**src/rtl/rkwc_pkg.sv**
```systemverilog
`default_nettype none
package rkwc_pkg;
  localparam int unsigned NumAnchors = 3;
  localparam int unsigned IdxW = $clog2(NumAnchors);
  localparam int unsigned MacW = 48;
  localparam int unsigned CovW = 18;
  localparam logic [CovW-1:0] KalQ = 18'd3277;
  localparam logic [20:0] KalR = 21'd589824;
  localparam logic [CovW-1:0] CovMax = 18'd262143;
  localparam logic signed [15:0] EstReset = -16'sd19200;
  localparam logic [CovW-1:0] CovReset = 18'd65536;
  localparam logic [31:0] Pos1Reset = 32'd179;
  localparam logic [31:0] Pos2Reset = 32'd11730944;
  localparam logic [2:0] RegMac0 = 3'd0;
  localparam logic [2:0] RegMac1 = 3'd1;
  localparam logic [2:0] RegMac2 = 3'd2;
  localparam logic [2:0] RegPos0 = 3'd3;
  localparam logic [2:0] RegPos1 = 3'd4;
  localparam logic [2:0] RegPos2 = 3'd5;

  typedef enum logic [3:0] {
    StIdle, StMatch, StCov, StDiv, StUpd, StCovN, StWgt, StAcc, StPx, StPdiv, StPdivY, StOut
  } state_e;

  // controller to datapath
  typedef struct packed {
    logic load;
    logic match;
    logic cov;
    logic div_start;
    logic upd;
    logic covn;
    logic wgt;
    logic acc;
    logic pdiv_start;
    logic pdiv_y;
    logic out_load;
  } cmd_t;

  // datapath to controller
  typedef struct packed {
    logic hit;
    logic div_done;
    logic last_acc;
    logic all_seen;
    logic pdiv_done;
  } sts_t;

  function automatic logic [15:0] weight_lut(input logic [5:0] i);
    logic [15:0] w;
    case (i)
      6'd0: w = 256; 6'd1: w = 283; 6'd2: w = 313; 6'd3: w = 346; 6'd4: w = 382;
      6'd5: w = 422; 6'd6: w = 466; 6'd7: w = 516; 6'd8: w = 570; 6'd9: w = 630;
      6'd10: w = 696; 6'd11: w = 769; 6'd12: w = 850; 6'd13: w = 939; 6'd14: w = 1038;
      6'd15: w = 1147; 6'd16: w = 1268; 6'd17: w = 1401; 6'd18: w = 1549;
      6'd19: w = 1712; 6'd20: w = 1892; 6'd21: w = 2091; 6'd22: w = 2310;
      6'd23: w = 2553; 6'd24: w = 2822; 6'd25: w = 3119; 6'd26: w = 3447;
      6'd27: w = 3809; 6'd28: w = 4210; 6'd29: w = 4653; 6'd30: w = 5142;
      6'd31: w = 5683; 6'd32: w = 6280; 6'd33: w = 6941; 6'd34: w = 7671;
      6'd35: w = 8478; 6'd36: w = 9369; 6'd37: w = 10355; 6'd38: w = 11444;
      6'd39: w = 12647; 6'd40: w = 13977; 6'd41: w = 15447; 6'd42: w = 17072;
      6'd43: w = 18867; 6'd44: w = 20851; 6'd45: w = 23044; 6'd46: w = 25468;
      6'd47: w = 28146; 6'd48: w = 31107; 6'd49: w = 34378; 6'd50: w = 37994;
      default: w = 37994;
    endcase
    return w;
  endfunction
endpackage
`default_nettype wire

```
**src/rtl/rkwc_ctrl.sv**
```systemverilog
`default_nettype none
module rkwc_ctrl import rkwc_pkg::*; (
  input  wire logic clk_i,
  input  wire logic rst_ni,
  input  wire logic in_valid_i,
  output logic      in_stall_o,
  output logic      out_valid_o,
  input  wire logic out_stall_i,
  input  wire sts_t sts_i,
  output cmd_t      cmd_o
);
  state_e state_q, state_d;
  logic ovalid_q, ovalid_d;

  always_comb begin
    state_d = state_q;
    case (state_q)
      StIdle:  if (in_valid_i) state_d = StMatch;
      StMatch: state_d = sts_i.hit ? StCov : StOut;
      StCov:   state_d = StDiv;
      StDiv:   if (sts_i.div_done) state_d = StUpd;
      StUpd:   state_d = StCovN;
      StCovN:  state_d = sts_i.all_seen ? StWgt : StOut;
      StWgt:   state_d = StAcc;
      StAcc:   state_d = sts_i.last_acc ? StPx : StWgt;
      StPx:    state_d = StPdiv;
      StPdiv:  if (sts_i.pdiv_done) state_d = StPdivY;
      StPdivY: if (sts_i.pdiv_done) state_d = StOut;
      StOut:   if (!ovalid_q || !out_stall_i) state_d = StIdle;
      default: state_d = StIdle;
    endcase
  end

  always_comb begin
    cmd_o = '0;
    in_stall_o = (state_q != StIdle);
    ovalid_d = ovalid_q && out_stall_i;
    case (state_q)
      StIdle:  cmd_o.load = in_valid_i;
      StMatch: cmd_o.match = 1'b1;
      StCov:   begin cmd_o.cov = 1'b1; cmd_o.div_start = 1'b1; end
      StUpd:   cmd_o.upd = 1'b1;
      StCovN:  cmd_o.covn = 1'b1;
      StWgt:   cmd_o.wgt = 1'b1;
      StAcc:   cmd_o.acc = 1'b1;
      StPx:    cmd_o.pdiv_start = 1'b1;
      // x done: start y right away
      StPdiv:  begin
        cmd_o.pdiv_start = sts_i.pdiv_done;
        cmd_o.pdiv_y = sts_i.pdiv_done;
      end
      StPdivY: cmd_o.pdiv_y = 1'b1;
      StOut:   if (!ovalid_q || !out_stall_i) begin
        cmd_o.out_load = 1'b1;
        ovalid_d = 1'b1;
      end
      default: ;
    endcase
  end

  assign out_valid_o = ovalid_q;

  always_ff @(posedge clk_i or negedge rst_ni) begin
    if (!rst_ni) begin
      state_q <= StIdle;
      ovalid_q <= 1'b0;
    end else begin
      state_q <= state_d;
      ovalid_q <= ovalid_d;
    end
  end
endmodule
`default_nettype wire

```
**config.mk**
```make
export PLATFORM = sky130hd
export DESIGN_NAME = rkwc_ctrl
export DESIGN_NICKNAME = d
export VERILOG_FILES = /design/src/rtl/rkwc_pkg.sv /design/src/rtl/rkwc_ctrl.sv
export SDC_FILE = /design/constraint.sdc
export NUM_CORES = 1
export LEC_CHECK = 0
export ABC_AREA = 0
export BUFFER_PORTS_ARGS = -buffer_cell sky130_fd_sc_hd__buf_2
export CAP_MARGIN = 30
export CORE_AREA = 2 2 39 41
export DETAILED_ROUTE_END_ITERATION = 8
export DIE_AREA = 0 0 41 43
export PLACE_DENSITY_LB_ADDON = 0.05
export SLEW_MARGIN = 5
export SYNTH_ARGS = -nofsm -noshare
export SYNTH_HDL_FRONTEND = slang
export SYNTH_SLANG_ARGS = --single-unit
```
**constraint.sdc**
```tcl
create_clock -name clk_i -period 4.1 [get_ports clk_i]
set_clock_uncertainty 0.2 [all_clocks]
set_input_delay 0.82 -clock clk_i [delete_from_list [all_inputs] [get_ports clk_i]]
set_output_delay 0.82 -clock clk_i [all_outputs]
set_load 0.05 [all_outputs]
```
==> results list <==
- Primary flip-flop cell chosen by synthesis mapping: sky130_fd_sc_hd__dfrtp_1
- Largest vdd supply drop: 0.362 mV
- The first global-routing pass estimated 1.70 mm of wire.
- The number of endpoints with negative hold slack in the final report was 0.
- Crit path required time: 3.08 ns
- Yosys printed 0 warnings.
- Syn-to-layout area delta: 28.7%
- In this run the number of H-tree levels came out at 1.
- Sorting the synthesized cells by area gives the leading types as sky130_fd_sc_hd__dfrtp_1 (29%), sky130_fd_sc_hd__nand2b_1 (5.9%), sky130_fd_sc_hd__nor2_1 (5.3%).
- Crit path max-delay cell type: sky130_fd_sc_hd__or4_4
- Setup violations, final: 0
- When the netlist entered floorplanning its net count stood at 64.
- In this run the static leakage power is 0.262 nW.
* Setup TNS: 0 ns
* Gate power share: 0.650
* Worst hold path type: in -> async
* Antenna diode count: 0
* Buffer type at the clock tree root: sky130_fd_sc_hd__clkbuf_4
- In the routed layout, each cell is associated on average with a via count of 5.08.
* Last weighted congestion value of the routability-driven placer: 0.658
- Clock transition at the registers of the reported paths: 0.05 ns
* Total wirelength of the detailed-routed design: 1.08 mm
- Area of the die: 1760 µm²
* Crit path cell chain: or4_4 > nor2_1 > buf_2
- The detailed router placed 462 vias in this run.
- Type of the worst setup path: reg -> out
* Max-cap violations: 0
- The startpoint identified for the worst register-to-register timing path is state_q[2].
- CTS Hold Bufs: 0
* Cell type with the largest total area after synthesis: sky130_fd_sc_hd__dfrtp_1
- The worst setup path is captured at an output pin.
- The commonest cells after synthesis are sky130_fd_sc_hd__nor2_1 (6), sky130_fd_sc_hd__dfrtp_1 (5), sky130_fd_sc_hd__a21oi_1 (4), sky130_fd_sc_hd__nand2b_1 (4), sky130_fd_sc_hd__nor3_1 (4).
* DRC violation total after the first TritonRoute iteration: 8
* Grt ovf: 0
- The analysis attributes to net switching a power of 0.328 mW.
* Routed length per placed instance: 11.8 µm
* Filler instances: 152
- The number of antenna violations at the first check in global routing came to 0.
- After clock tree synthesis, the repair step resized 0 gates.
- Result of the run: finished clean
- Number of placed I/O pins: 22
- Power comes to 0.554 mW.
* Unrepaired setup endpoints after global routing: no
- For this design the ratio of total power to cell area is 1010 nW/µm².
* Instance count after placement with tap cells included: 87
* Final Critical Period: 2.72 ns
- Of the available clock period, the critical path in the final layout requires 0.664.
* Most repeated cell in the gate-level netlist after synthesis: sky130_fd_sc_hd__nor2_1
- Of the total power, the share spent switching nets is 0.591.
- The pre-antenna-repair detailed-routing pass consisted of 4 iterations.
- Overall global routing resource usage: 0.151
* Number of distinct library cells after synthesis: 27
- Layout cell share with drive strength beyond 1: 0.387
* Number of nets at the end of the flow: 85
* CP Launch Type: flip-flop
- For the worst-skew pair, the clock arrives at the later sink with an insertion delay of 0.25 ns.
- The clock net in this run drives a total of 5 sinks.
- The max-slew violation total from the final report was 0.
* CP peak stage delay: 0.60 ns
- Cell internal power was estimated by the tool at 0.226 mW.
- In this run the tightest slew margin relative to its limit is 0.751.
- Horizontal die dimension: 41 µm
- Count of state elements after synthesis: 5
* Critical path data arrival time: 1.70 ns
* Count of standard-cell rows: 14
- Slew of the pin with the lowest slew margin: 0.373 ns
- Synthesis produced 55 cells.
- Entering global routing, the biggest net connects 14 pins.
* Post-CTS setup buffer count: 0
- The wire-length estimate of the detail-placed layout is 810 µm.
- Number of enable-type register cells in the synthesized netlist: 0
- In this run the tool buffered the top-level ports with 21 buffer cells.
- For this run, the top clock speed supported by timing is 367 MHz.
- The via count of the first global-routing pass is 396.
- Fraction of registers with async set or reset after synthesis: 1.00
* Post-synthesis average cell area: 7.76 µm²
- Along the worst path, the maximum fanout reaches 13.
* Source of the critical timing path: state_q[2]
* Remaining design rule violation count: 0
* Post-route ant nets: 0
- TritonCTS clock tree: built
- Post-synthesis instance area: 427 µm²
* Buffer levels on the longest clock path: 2
- Total clock buffers created by CTS: 3
- Of the total power, registers draw 0.247.
* Placeable core region: 1380 µm²
* Setup slack after placement: 1.64 ns
- Of the post-synthesis cell area, the dominant cell type holds 0.293.
- Post-synthesis sequential area ratio: 0.293
- Final setup slack of the worst path: 1.38 ns
* Hold slack final: 0.183 ns
- Relative contribution of the clock network to total power: 0.103
- From bottom edge to top edge, the die measures 43 µm.
- Number of non-filler instances in the completed layout: 91
- For this configuration, the core starts out at a cell density of 0.308.
## per-stage QoR
stage,area [µm²],utilization
finish,549,0.397
CTS,549,0.397
global placement,523,0.378
detailed placement,523,0.378
floorplan,427,-
global route,549,0.397
## power groups by stage
stage,clock network [mW],logic (mW),registers (mW)
2_1_floorplan,0,0.343,0.0969
3_3_place_gp,0,0.365,0.137
3_5_place_dp,0,0.360,0.136
4_1_cts,0.0600,0.362,0.135
5_1_grt,0.0632,0.386,0.145
6_report,0.0572,0.360,0.137
## registers in the layout (all words and copies together) (netlist names)
register     cells
out_valid_o      1
state_q          4
## metal layers
layer / track usage / up-vias / part of all wire
met5: 0 / - / 0
met4: 0.100 / 0 / 0.022
met3: 0.0785 / 4 / 0.059
met2: 0.206 / 14 / 0.46
met1: 0.175 / 209 / 0.45
li1: - / 235 / -
## worst max-delay path, delay by kind of cell (launching register included)
family | cells | cell delay [ns]
simple gates | 2 | 0.69
flops | 1 | 0.50
buf+inv | 1 | 0.26
## cell families after synthesis
family / share of synthesized area
compound gates: 0.226
buf+inv: 0.0762
flops: 0.293
mux: 0.0616
simple gates: 0.343
## cell usage in the layout (no fill, tap or decap)
cell type,n
sky130_fd_sc_hd__a211oi_1,2
sky130_fd_sc_hd__a211oi_2,1
sky130_fd_sc_hd__a21oi_1,4
sky130_fd_sc_hd__a22oi_1,1
sky130_fd_sc_hd__a31oi_1,1
sky130_fd_sc_hd__and2_1,1
sky130_fd_sc_hd__buf_2,21
sky130_fd_sc_hd__clkbuf_1,1
sky130_fd_sc_hd__clkbuf_4,3
sky130_fd_sc_hd__dfrtp_1,5
sky130_fd_sc_hd__inv_1,1
sky130_fd_sc_hd__mux2_2,1
sky130_fd_sc_hd__mux2_4,1
sky130_fd_sc_hd__nand2_1,3
sky130_fd_sc_hd__nand2b_1,4
sky130_fd_sc_hd__nand3_1,2
sky130_fd_sc_hd__nand3b_1,1
sky130_fd_sc_hd__nor2_1,6
sky130_fd_sc_hd__nor2_2,1
sky130_fd_sc_hd__nor2b_1,2
sky130_fd_sc_hd__nor3_1,4
sky130_fd_sc_hd__nor3b_1,1
sky130_fd_sc_hd__o21a_1,2
sky130_fd_sc_hd__o21ai_0,3
sky130_fd_sc_hd__o21ai_1,1
sky130_fd_sc_hd__or3_1,1
sky130_fd_sc_hd__or4_4,1
## worst paths after layout
| kind | end | cells past startpoint | slack, ns |
|---|---|---|---|
| max reg2reg | state_q[0] | 4 | 2.18 |
| max in group asynchronous | out_valid_o | 1 | 3.37 |
| min | state_q[0] | 1 | 0.18 |
| min reg2reg | out_valid_o | 2 | 0.33 |
| min in group clk_i | out_valid_o | 2 | 0.33 |
| max | cmd_o[10] | 3 | 1.38 |
## layout make-up
class                   count  area, µm²  area share
multi-input cells          44        269       0.490
flip-flops and latches      5        125       0.228
repair buffers             21        105       0.191
clock buffers               4       26.3      0.0478
well taps                  16       20.0      0.0364
inverters                   1       3.75     0.00683
Power figures use the tool's default switching activity.
